--- config.mk ---
export PLATFORM = sky130hd
export DESIGN_NAME = key_matrix_hid_reporter
export DESIGN_NICKNAME = d
export VERILOG_FILES = /design/src/design/kmhr_pkg.sv /design/src/design/key_matrix_hid_reporter.sv /design/src/design/kmhr_ctrl.sv /design/src/design/kmhr_datapath.sv
export SDC_FILE = /design/constraint.sdc
export NUM_CORES = 2
export LEC_CHECK = 0
export BUFFER_PORTS_ARGS = -buffer_cell sky130_fd_sc_hd__buf_2
export CAP_MARGIN = 10
export CORE_UTILIZATION = 41
export CTS_CLUSTER_SIZE = 14
export DETAILED_ROUTE_END_ITERATION = 8
export HOLD_SLACK_MARGIN = 0.12
export PLACE_DENSITY = 0.6
export SYNTH_ARGS = -nofsm -noshare
export SYNTH_HDL_FRONTEND = slang
export SYNTH_HIERARCHICAL = 1
export SYNTH_SLANG_ARGS = --single-unit
--- constraint.sdc ---
create_clock -name clk -period 6.4 [get_ports clk]
set_input_delay 1.6 -clock clk [delete_from_list [all_inputs] [get_ports clk]]
set_output_delay 1.6 -clock clk [all_outputs]
set_load 0.02 [all_outputs]
--- src/design/kmhr_pkg.sv ---
// kmhr_pkg: shared types and constants for the key matrix report block
// depends on nothing; used by the controller, the datapath and the top level

package kmhr_pkg;

  // item opcodes
  localparam logic [1:0] OP_LOAD   = 2'd0;
  localparam logic [1:0] OP_SAMPLE = 2'd1;
  localparam logic [1:0] OP_EOS    = 2'd2;

  // configuration register indexes
  localparam logic CFG_TRANSPARENT = 1'b0;
  localparam logic CFG_FN          = 1'b1;

  localparam logic [7:0] CFG_TRANSPARENT_RST = 8'd1;
  localparam logic [7:0] CFG_FN_RST          = 8'd192;

  localparam logic [7:0] HID_REPORT_TAG = 8'd2;
  localparam logic [7:0] MOD_FIRST      = 8'd224;
  localparam logic [7:0] MOD_LAST       = 8'd231;
  localparam logic [7:0] MOD_BIT_MASK   = 8'h07;

  // keymap layers, fixed by the layer select field
  localparam int LAYERS = 2;

  typedef enum logic [3:0] {
    ST_IDLE,
    ST_EXEC,
    ST_MAP,
    ST_CODE,
    ST_EOS_WR,
    ST_RING_RD,
    ST_RING_ACC,
    ST_EMIT
  } kmhr_state_t;

  typedef struct packed {
    logic item_ld;
    logic km_wr;
    logic latch_clr;
    logic latch_rd;
    logic map;
    logic fallback;
    logic apply;
    logic eos_wr;
    logic ring_rd;
    logic ring_acc;
    logic emit_ld;
  } kmhr_cmd_t;

  typedef struct packed {
    logic [1:0] op;
    logic       in_range;
    logic       pressed;
    logic       need_fb;
    logic       ring_last;
    logic       emit_last;
    logic       out_free;
  } kmhr_status_t;

endpackage

--- src/design/key_matrix_hid_reporter.sv ---
// key_matrix_hid_reporter: keyboard matrix scanner with two layers and an nkro report
// load item or released key: exec only; pressed key: exec, map and code, code again
// on layer zero fallback; end of scan: ring write and fold, then BITMAP_BYTES+2 bytes,
// one per cycle while out_stall is low; in_stall is high from acceptance until done
// synchronous active-low reset clears latches, layer, report, ring valid bits and pointer
// keymap contents stay undefined until loaded; no clearing pass is run

module key_matrix_hid_reporter #(
  parameter int ROWS          = 9,
  parameter int COLS          = 9,
  parameter int BITMAP_BYTES  = 16,
  parameter int HISTORY_DEPTH = 4
) (
  input  logic       clk,
  input  logic       rst_n,
  input  logic       in_valid,
  output logic       in_stall,
  input  logic [1:0] in_op,
  input  logic       in_layer_sel,
  input  logic [3:0] in_row,
  input  logic [3:0] in_col,
  input  logic [7:0] in_code,
  input  logic       in_pressed,
  output logic       out_valid,
  input  logic       out_stall,
  output logic [4:0] out_byte_index,
  output logic [7:0] out_report_byte,
  output logic       out_last,
  input  logic       cfg_valid,
  output logic       cfg_ready,
  input  logic       cfg_index,
  input  logic [7:0] cfg_data
);

  kmhr_pkg::kmhr_cmd_t    cmd;
  kmhr_pkg::kmhr_status_t sts;

  // config writes are always accepted
  assign cfg_ready = 1'b1;

  kmhr_ctrl u_ctrl (
    .clk      (clk),
    .rst_n    (rst_n),
    .in_valid (in_valid),
    .in_stall (in_stall),
    .sts      (sts),
    .cmd      (cmd)
  );

  kmhr_datapath #(
    .ROWS          (ROWS),
    .COLS          (COLS),
    .BITMAP_BYTES  (BITMAP_BYTES),
    .HISTORY_DEPTH (HISTORY_DEPTH)
  ) u_datapath (
    .clk             (clk),
    .rst_n           (rst_n),
    .cmd             (cmd),
    .sts             (sts),
    .in_op           (in_op),
    .in_layer_sel    (in_layer_sel),
    .in_row          (in_row),
    .in_col          (in_col),
    .in_code         (in_code),
    .in_pressed      (in_pressed),
    .cfg_valid       (cfg_valid & cfg_ready),
    .cfg_index       (cfg_index),
    .cfg_data        (cfg_data),
    .out_stall       (out_stall),
    .out_valid       (out_valid),
    .out_byte_index  (out_byte_index),
    .out_report_byte (out_report_byte),
    .out_last        (out_last)
  );

endmodule

--- src/design/kmhr_ctrl.sv ---
// kmhr_ctrl: sequencer for load, sample and end-of-scan requests
// depends on kmhr_pkg; drives commands into kmhr_datapath

module kmhr_ctrl (
  input  logic                  clk,
  input  logic                  rst_n,
  input  logic                  in_valid,
  output logic                  in_stall,
  input  kmhr_pkg::kmhr_status_t sts,
  output kmhr_pkg::kmhr_cmd_t   cmd
);

  kmhr_pkg::kmhr_state_t state_r, state_nxt;

  always_ff @(posedge clk) begin
    if (!rst_n) begin
      state_r <= kmhr_pkg::ST_IDLE;
    end else begin
      state_r <= state_nxt;
    end
  end

  always_comb begin
    state_nxt = state_r;
    cmd       = '0;
    in_stall  = 1'b1;
    case (state_r)
      kmhr_pkg::ST_IDLE: begin
        in_stall = 1'b0;
        if (in_valid) begin
          cmd.item_ld = 1'b1;
          state_nxt   = kmhr_pkg::ST_EXEC;
        end
      end
      kmhr_pkg::ST_EXEC: begin
        state_nxt = kmhr_pkg::ST_IDLE;
        case (sts.op)
          kmhr_pkg::OP_LOAD: begin
            cmd.km_wr = sts.in_range;
          end
          kmhr_pkg::OP_SAMPLE: begin
            if (sts.in_range) begin
              if (!sts.pressed) begin
                cmd.latch_clr = 1'b1;
              end else begin
                cmd.latch_rd = 1'b1;
                state_nxt    = kmhr_pkg::ST_MAP;
              end
            end
          end
          kmhr_pkg::OP_EOS: begin
            state_nxt = kmhr_pkg::ST_EOS_WR;
          end
          default: begin
            state_nxt = kmhr_pkg::ST_IDLE;
          end
        endcase
      end
      kmhr_pkg::ST_MAP: begin
        cmd.map   = 1'b1;
        state_nxt = kmhr_pkg::ST_CODE;
      end
      kmhr_pkg::ST_CODE: begin
        // transparent code on layer one re-reads layer zero
        if (sts.need_fb) begin
          cmd.fallback = 1'b1;
        end else begin
          cmd.apply = 1'b1;
          state_nxt = kmhr_pkg::ST_IDLE;
        end
      end
      kmhr_pkg::ST_EOS_WR: begin
        cmd.eos_wr = 1'b1;
        state_nxt  = kmhr_pkg::ST_RING_RD;
      end
      kmhr_pkg::ST_RING_RD: begin
        cmd.ring_rd = 1'b1;
        state_nxt   = kmhr_pkg::ST_RING_ACC;
      end
      kmhr_pkg::ST_RING_ACC: begin
        cmd.ring_acc = 1'b1;
        state_nxt    = sts.ring_last ? kmhr_pkg::ST_EMIT : kmhr_pkg::ST_RING_RD;
      end
      kmhr_pkg::ST_EMIT: begin
        if (sts.out_free) begin
          cmd.emit_ld = 1'b1;
          if (sts.emit_last) begin
            state_nxt = kmhr_pkg::ST_IDLE;
          end
        end
      end
      default: begin
        state_nxt = kmhr_pkg::ST_IDLE;
      end
    endcase
  end

endmodule

--- src/design/kmhr_datapath.sv ---
// kmhr_datapath: keymap, key latches, scan report, history ring and output register
// depends on kmhr_pkg; steered by kmhr_ctrl

module kmhr_datapath #(
  parameter int ROWS          = 9,
  parameter int COLS          = 9,
  parameter int BITMAP_BYTES  = 16,
  parameter int HISTORY_DEPTH = 4
) (
  input  logic                   clk,
  input  logic                   rst_n,
  input  kmhr_pkg::kmhr_cmd_t    cmd,
  output kmhr_pkg::kmhr_status_t sts,
  input  logic [1:0]             in_op,
  input  logic                   in_layer_sel,
  input  logic [3:0]             in_row,
  input  logic [3:0]             in_col,
  input  logic [7:0]             in_code,
  input  logic                   in_pressed,
  input  logic                   cfg_valid,
  input  logic                   cfg_index,
  input  logic [7:0]             cfg_data,
  input  logic                   out_stall,
  output logic                   out_valid,
  output logic [4:0]             out_byte_index,
  output logic [7:0]             out_report_byte,
  output logic                   out_last
);

  localparam int CELLS      = ROWS * COLS;
  localparam int CELL_W     = (CELLS > 1) ? $clog2(CELLS) : 1;
  localparam int KM_DEPTH   = kmhr_pkg::LAYERS * CELLS;
  localparam int KM_W       = $clog2(KM_DEPTH);
  localparam int SCAN_BYTES = BITMAP_BYTES + 1;
  localparam int SCAN_BITS  = SCAN_BYTES * 8;
  localparam int BM_BITS    = BITMAP_BYTES * 8;
  localparam int BIT_W      = $clog2(BM_BITS);
  localparam int H_W        = (HISTORY_DEPTH > 1) ? $clog2(HISTORY_DEPTH) : 1;
  localparam int CNT_W      = $clog2(SCAN_BYTES + 1);

  // configuration
  logic [7:0] trans_r;
  logic [7:0] fn_r;

  always_ff @(posedge clk) begin
    if (!rst_n) begin
      trans_r <= kmhr_pkg::CFG_TRANSPARENT_RST;
      fn_r    <= kmhr_pkg::CFG_FN_RST;
    end else if (cfg_valid) begin
      case (cfg_index)
        kmhr_pkg::CFG_TRANSPARENT: trans_r <= cfg_data;
        kmhr_pkg::CFG_FN:          fn_r    <= cfg_data;
        default:                   trans_r <= trans_r;
      endcase
    end
  end

  // request capture
  logic [1:0]        op_r;
  logic              layer_sel_r;
  logic [7:0]        code_r;
  logic              pressed_r;
  logic              in_range_r;
  logic [CELL_W-1:0] cell_r;
  logic [8:0]        cell_full;
  logic              in_range_c;

  assign cell_full  = 9'(in_row) * 9'(COLS) + 9'(in_col);
  assign in_range_c = (5'(in_row) < 5'(ROWS)) && (5'(in_col) < 5'(COLS));

  always_ff @(posedge clk) begin
    if (cmd.item_ld) begin
      op_r        <= in_op;
      layer_sel_r <= in_layer_sel;
      code_r      <= in_code;
      pressed_r   <= in_pressed;
      in_range_r  <= in_range_c;
      cell_r      <= cell_full[CELL_W-1:0];
    end
  end

  // key latches: valid bit per cell, latched layer in a small memory
  logic [CELLS-1:0] lvalid_r;
  logic             lay_mem [CELLS];
  logic             lay_rd_r;
  logic             lv_cap_r;
  logic             layer_r;
  logic             active_layer_r;
  logic             lay_c;

  assign lay_c = lv_cap_r ? lay_rd_r : active_layer_r;

  always_ff @(posedge clk) begin
    if (!rst_n) begin
      lvalid_r <= '0;
    end else if (cmd.latch_clr) begin
      lvalid_r[cell_r] <= 1'b0;
    end else if (cmd.map) begin
      lvalid_r[cell_r] <= 1'b1;
    end
  end

  always_ff @(posedge clk) begin
    if (cmd.latch_rd) begin
      lay_rd_r <= lay_mem[cell_r];
      lv_cap_r <= lvalid_r[cell_r];
    end
    if (cmd.map && !lv_cap_r) begin
      lay_mem[cell_r] <= active_layer_r;
    end
  end

  always_ff @(posedge clk) begin
    if (cmd.map) begin
      layer_r <= lay_c;
    end else if (cmd.fallback) begin
      layer_r <= 1'b0;
    end
  end

  // keymap memory
  logic [7:0]      km_mem [KM_DEPTH];
  logic [7:0]      km_rd_r;
  logic [9:0]      km_wa_full;
  logic [9:0]      km_ra_full;
  logic            km_rd_layer;

  assign km_rd_layer = cmd.map ? lay_c : 1'b0;
  assign km_wa_full  = 10'(cell_r) + (layer_sel_r ? 10'(CELLS) : 10'd0);
  assign km_ra_full  = 10'(cell_r) + (km_rd_layer ? 10'(CELLS) : 10'd0);

  always_ff @(posedge clk) begin
    if (cmd.km_wr) begin
      km_mem[km_wa_full[KM_W-1:0]] <= code_r;
    end
    if (cmd.map || cmd.fallback) begin
      km_rd_r <= km_mem[km_ra_full[KM_W-1:0]];
    end
  end

  // scan report
  logic [7:0]         mod_r, mod_nxt;
  logic [BM_BITS-1:0] bm_r, bm_nxt;
  logic               fn_seen_r, fn_seen_nxt;
  logic               is_mod;
  logic               in_bm;
  logic [2:0]         mod_sel;

  assign is_mod  = (km_rd_r >= kmhr_pkg::MOD_FIRST) && (km_rd_r <= kmhr_pkg::MOD_LAST);
  assign in_bm   = 9'(km_rd_r) < 9'(BM_BITS);
  assign mod_sel = 3'(km_rd_r & kmhr_pkg::MOD_BIT_MASK);

  always_comb begin
    mod_nxt     = mod_r;
    bm_nxt      = bm_r;
    fn_seen_nxt = fn_seen_r;
    if (cmd.apply && (km_rd_r != trans_r)) begin
      if (is_mod) begin
        mod_nxt[mod_sel] = 1'b1;
      end else if (km_rd_r == fn_r) begin
        fn_seen_nxt = 1'b1;
      end else if (in_bm) begin
        bm_nxt[km_rd_r[BIT_W-1:0]] = 1'b1;
      end
    end
    if (cmd.eos_wr) begin
      mod_nxt     = '0;
      bm_nxt      = '0;
      fn_seen_nxt = 1'b0;
    end
  end

  always_ff @(posedge clk) begin
    if (!rst_n) begin
      mod_r          <= '0;
      bm_r           <= '0;
      fn_seen_r      <= 1'b0;
      active_layer_r <= 1'b0;
    end else begin
      mod_r     <= mod_nxt;
      bm_r      <= bm_nxt;
      fn_seen_r <= fn_seen_nxt;
      if (cmd.eos_wr) begin
        active_layer_r <= fn_seen_r;
      end
    end
  end

  // history ring, one scan's modifier and bitmap bytes per row
  logic [SCAN_BITS-1:0]     ring_mem [HISTORY_DEPTH];
  logic [SCAN_BITS-1:0]     ring_rd_r;
  logic [HISTORY_DEPTH-1:0] rvalid_r;
  logic [H_W-1:0]           ptr_r;
  logic [H_W-1:0]           ptr_nxt;
  logic [H_W-1:0]           ridx_r;
  logic [SCAN_BITS-1:0]     acc_r;
  logic [CNT_W-1:0]         cnt_r;

  assign ptr_nxt = (ptr_r == H_W'(HISTORY_DEPTH - 1)) ? '0 : ptr_r + H_W'(1);

  always_ff @(posedge clk) begin
    if (!rst_n) begin
      rvalid_r <= '0;
      ptr_r    <= '0;
    end else if (cmd.eos_wr) begin
      rvalid_r[ptr_nxt] <= 1'b1;
      ptr_r             <= ptr_nxt;
    end
  end

  always_ff @(posedge clk) begin
    if (cmd.eos_wr) begin
      ring_mem[ptr_nxt] <= {bm_r, mod_r};
    end
    if (cmd.ring_rd) begin
      ring_rd_r <= ring_mem[ridx_r];
    end
  end

  // rows never written read as zero
  always_ff @(posedge clk) begin
    if (cmd.eos_wr) begin
      acc_r  <= '0;
      ridx_r <= '0;
      cnt_r  <= '0;
    end else if (cmd.ring_acc) begin
      if (rvalid_r[ridx_r]) begin
        acc_r <= acc_r | ring_rd_r;
      end
      ridx_r <= ridx_r + H_W'(1);
    end else if (cmd.emit_ld) begin
      if (cnt_r != '0) begin
        acc_r <= acc_r >> 8;
      end
      cnt_r <= cnt_r + CNT_W'(1);
    end
  end

  // output register
  logic       out_valid_r;
  logic [4:0] out_idx_r;
  logic [7:0] out_byte_r;
  logic       out_last_r;
  logic [31:0] cnt_ext;

  assign cnt_ext = 32'(cnt_r);

  always_ff @(posedge clk) begin
    if (!rst_n) begin
      out_valid_r <= 1'b0;
    end else if (cmd.emit_ld) begin
      out_valid_r <= 1'b1;
    end else if (!out_stall) begin
      out_valid_r <= 1'b0;
    end
  end

  always_ff @(posedge clk) begin
    if (cmd.emit_ld) begin
      out_idx_r  <= cnt_ext[4:0];
      out_byte_r <= (cnt_r == '0) ? kmhr_pkg::HID_REPORT_TAG : acc_r[7:0];
      out_last_r <= cnt_r == CNT_W'(SCAN_BYTES);
    end
  end

  assign out_valid       = out_valid_r;
  assign out_byte_index  = out_idx_r;
  assign out_report_byte = out_byte_r;
  assign out_last        = out_last_r;

  assign sts.op        = op_r;
  assign sts.in_range  = in_range_r;
  assign sts.pressed   = pressed_r;
  assign sts.need_fb   = (km_rd_r == trans_r) && layer_r;
  assign sts.ring_last = ridx_r == H_W'(HISTORY_DEPTH - 1);
  assign sts.emit_last = cnt_r == CNT_W'(SCAN_BYTES);
  assign sts.out_free  = !out_valid_r || !out_stall;

endmodule
==> flow_metrics.env <==
export IMPL_wl_um=226600
export IMPL_core_area_um2=230300
export IMPL_postCtsSetupBuffers=0
export IMPL_cp_start_kind="flop"
export IMPL_cts_tree="built"
export IMPL_placed_area_um2=99030
export IMPL_ys_seq_area_share_pct=74.50
export IMPL_grt_overflow=0
export IMPL_cts_hold_buf=0
export IMPL_min_path_type="reg -> reg"
export IMPL_clkLatencyLatePin_ps=860
export IMPL_port_buffers=49
export IMPL_cts_resized=0
export IMPL_instances_no_fill=8737
export IMPL_grt_max_degree=163
export IMPL_antenna_found_initial=2
export IMPL_cp_required_ps=6970
export IMPL_r2r_start="u_ctrl/state_r[1]$_SDFFE_PN0P_"
export IMPL_fmax_mhz=196.5
export IMPL_drc=0
export IMPL_period_share_pct=79.50
export IMPL_rows=176
export IMPL_worst_pin_slew_ps=1260
export IMPL_r2r_slack_ps=1310
export IMPL_clockBufferDepth=3
export IMPL_synth_nets=5475
export IMPL_cts_root_buf="clkbuf_16"
export IMPL_p_per_area_nw_per_um2=315.6
export IMPL_dp_worst_setup_slack_ps=1402
export IMPL_final_area_um2=106800
export IMPL_syn_avg_cell_area_um2=17.59
export IMPL_fp_dieW_um=483.8
export IMPL_h_tree_depth=4
export IMPL_path_delay_family="multiplexers"
export IMPL_path_depth=11
export IMPL_num_io_pins=51
export IMPL_ir_drop_v=0.0002619
export IMPL_critPathKind="reg -> reg"
export IMPL_maxCapViolCount=0
export IMPL_max_slew_margin_rel_pct=15.68
export IMPL_yosysWarningCount=6
export IMPL_finalClockSkew_ps=36.12
export IMPL_yosysUniqueCellTypes=74
export IMPL_yosys_register_bits=2490
export IMPL_vias=49110
export IMPL_areaGrowthSynthToFinish_pct=12.28
export IMPL_power_frac_seq_pct=52.3
export IMPL_setup_viol=0
export IMPL_routedWlPerCell_um=25.94
export IMPL_cp_arrival_ps=5660
export IMPL_syn_area_um2=95160
export IMPL_drt_iter0_drc=4663
export IMPL_postLayoutSetupSlackWorst_ps=1312
export IMPL_crit_path_end="u_datapath/km_rd_r[0]$_DFFE_PP_"
export IMPL_cp_end_kind="flop"
export IMPL_rsz0062_at_grt="false"
export IMPL_path_common_cell="mux4_2"
export IMPL_start_util_pct=41.31
export IMPL_async_reset_ff_share_pct=0
export IMPL_critPathMaxStageDelay_ps=590
export IMPL_p_leak_nw=33.65
export IMPL_drive_gt1_share_pct=19.22
export IMPL_n_fill_cell=19380
export IMPL_path_max_fanout=36
export IMPL_setup_tns_final_ps=0
export IMPL_final_cell_mix="2102 x edfxtp_1, 668 x nor2_1, 521 x mux4_2"
export IMPL_place_congestion=0.8487
export IMPL_clkSinkCount=2490
export IMPL_maxSlewViolCount=0
export IMPL_post_drt_via_cell_ratio=5.621
export IMPL_cp_cell_sequence="inv_1 -> nor3_1 -> buf_4 -> nor2b_1 -> ha_4 -> buf_12 -> mux4_2 -> mux4_2 -> a22oi_1 -> a21o_1 -> nand4_1"
export IMPL_synthCells=5409
export IMPL_finalNetCount=5567
export IMPL_grt_usage_pct=19.12
export IMPL_dp_hpwl_um=129100
export IMPL_clkTransAtPathRegs_ps=60
export IMPL_final_common_cell="edfxtp_1"
export IMPL_startpoint="u_ctrl/state_r[1]$_SDFFE_PN0P_"
export IMPL_place_inst=8289
export IMPL_drt_pass1_iterations=6
export IMPL_hold_violations=0
export IMPL_cts_made_buffers=236
export IMPL_p_comb_share_pct=6.2
export IMPL_grt_pass1_wl_um=333200
export IMPL_antenna_left=0
export IMPL_r2r_end="u_datapath/km_rd_r[0]$_DFFE_PP_"
export IMPL_dieArea_um2=234000
export IMPL_min_period_ps=5088
export IMPL_clkPwrFrac_pct=41.5
export IMPL_status="complete, no violations"
export IMPL_ys_flop_type="edfxtp_1"
export IMPL_crit_buf_inv=3
export IMPL_p_sw_share_pct=21.94
export IMPL_rr_worst_depth=11
export IMPL_grt_pass1_vias=49290
export IMPL_power_total_w=0.03372
export IMPL_switchingPower_w=0.007398
export IMPL_internal_power_w=0.02632
export IMPL_die_y_um=483.8
export IMPL_critPathSlowestCell="ha_4"
export IMPL_synth_edf_count=2102
worst min-delay path, stage by stage, from the launching register on:
cell and delay (ps):
dfxtp_1 320, a21oi_1 40, nor2_1 70
through the flow:
stage                     hold slack (ps)  utilization [%]
after global routing                477.9            46.38
after global placement              441.2            42.98
after CTS                           468.0            46.38
final                               469.2            46.38
after floorplan                     428.6                -
after detailed placement            453.3            42.99
cell usage after synthesis (17+ instances only):
cell      count  area [um2]
buf_6        17       191.4
a32oi_1      23       201.4
nor2b_1      25       156.4
mux2i_1      61       610.6
buf_2        85       425.4
clkbuf_1    153       574.3
nand2b_1    144       900.9
nand2_1     168       630.6
dfxtp_1     388        7767
inv_1        22       82.58
nor2_1      671        2519
nand3_1      28       140.1
buf_1        26       97.59
nor3_1      162       810.8
o21ai_0      95       475.5
xnor2_1      33       289.0
a21oi_1     392        1962
a22oi_1      34       255.2
buf_4        25       187.7
edfxtp_1   2102       63120
mux4_2      521       11730
ha_1         31       387.9
state kept, by name, indices dropped and copies added (netlist names), 7 cells and up, named ones only:
signal                      cells
u_datapath/bm_r               128
u_datapath/trans_r              8
u_datapath/mod_r                8
u_datapath/acc_r              136
u_datapath/ring_rd_r          136
u_datapath/km_mem            1296
u_datapath/ring_mem           544
u_datapath/lay_mem             81
u_datapath/km_rd_r              8
u_datapath/fn_r                 8
u_datapath/cell_r               7
u_datapath/code_r               8
u_datapath/out_report_byte      8
layout make-up:
cell class | count | area (um2) | area share, %
Antenna cell | 2 | 5.005 | 0.004684
Timing Repair Buffer | 160 | 1349 | 1.262
Sequential cell | 2490 | 70900 | 66.36
Tap cell | 3026 | 3786 | 3.544
Clock inverter | 126 | 1334 | 1.248
Multi-Input combinational cell | 2590 | 22910 | 21.44
Inverter | 23 | 86.33 | 0.08080
Clock buffer | 320 | 6476 | 6.062
cells by family after synthesis:
| logic type | synth area share, % |
|---|---|
| and+or+nand+nor | 6.008 |
| other | 0.003941 |
| AOI/OAI and AO/OA | 3.875 |
| DFF | 74.50 |
| xor gates and xnor gates | 0.3853 |
| adders and majority gates | 0.4286 |
| muxes | 13.16 |
| buffers and inverters | 1.642 |
routing by layer:
| layer | GRT usage (%) | part of all wire [%] | vias to the layer above |
|---|---|---|---|
| met5 | 0 | 0 | - |
| met4 | 5.128 | 2.4 | 0 |
| met3 | 3.319 | 6.0 | 327 |
| met2 | 32.17 | 50 | 1529 |
| met1 | 25.58 | 42 | 25880 |
| li1 | - | - | 21380 |
worst min path at each step:
stage	startpoint	slack, ps	cells after the start	to
after global routing	u_datapath/rvalid_r[3]$_SDFFE_PN0P_	480	1	u_datapath/rvalid_r[3]$_SDFFE_PN0P_
after floorplan	flop	430	2	flop
after detailed placement	u_datapath/rvalid_r[2]$_SDFFE_PN0P_	450	1	u_datapath/rvalid_r[2]$_SDFFE_PN0P_
after CTS	u_datapath/rvalid_r[2]$_SDFFE_PN0P_	470	1	u_datapath/rvalid_r[2]$_SDFFE_PN0P_
final	flop	470	2	flop
after global placement	flop	440	2	flop
power by group through the flow:
stage	Sequential [W]	Combinational, W	Clock (W)
after floorplan	0.0181	0.00131	0
after global placement	0.0180	0.00207	0
after detailed placement	0.0180	0.00209	0
after CTS	0.0176	0.00210	0.0143
after global routing	0.0176	0.00220	0.0149
final	0.0176	0.00208	0.0140
(Power assumes the default switching activity.)
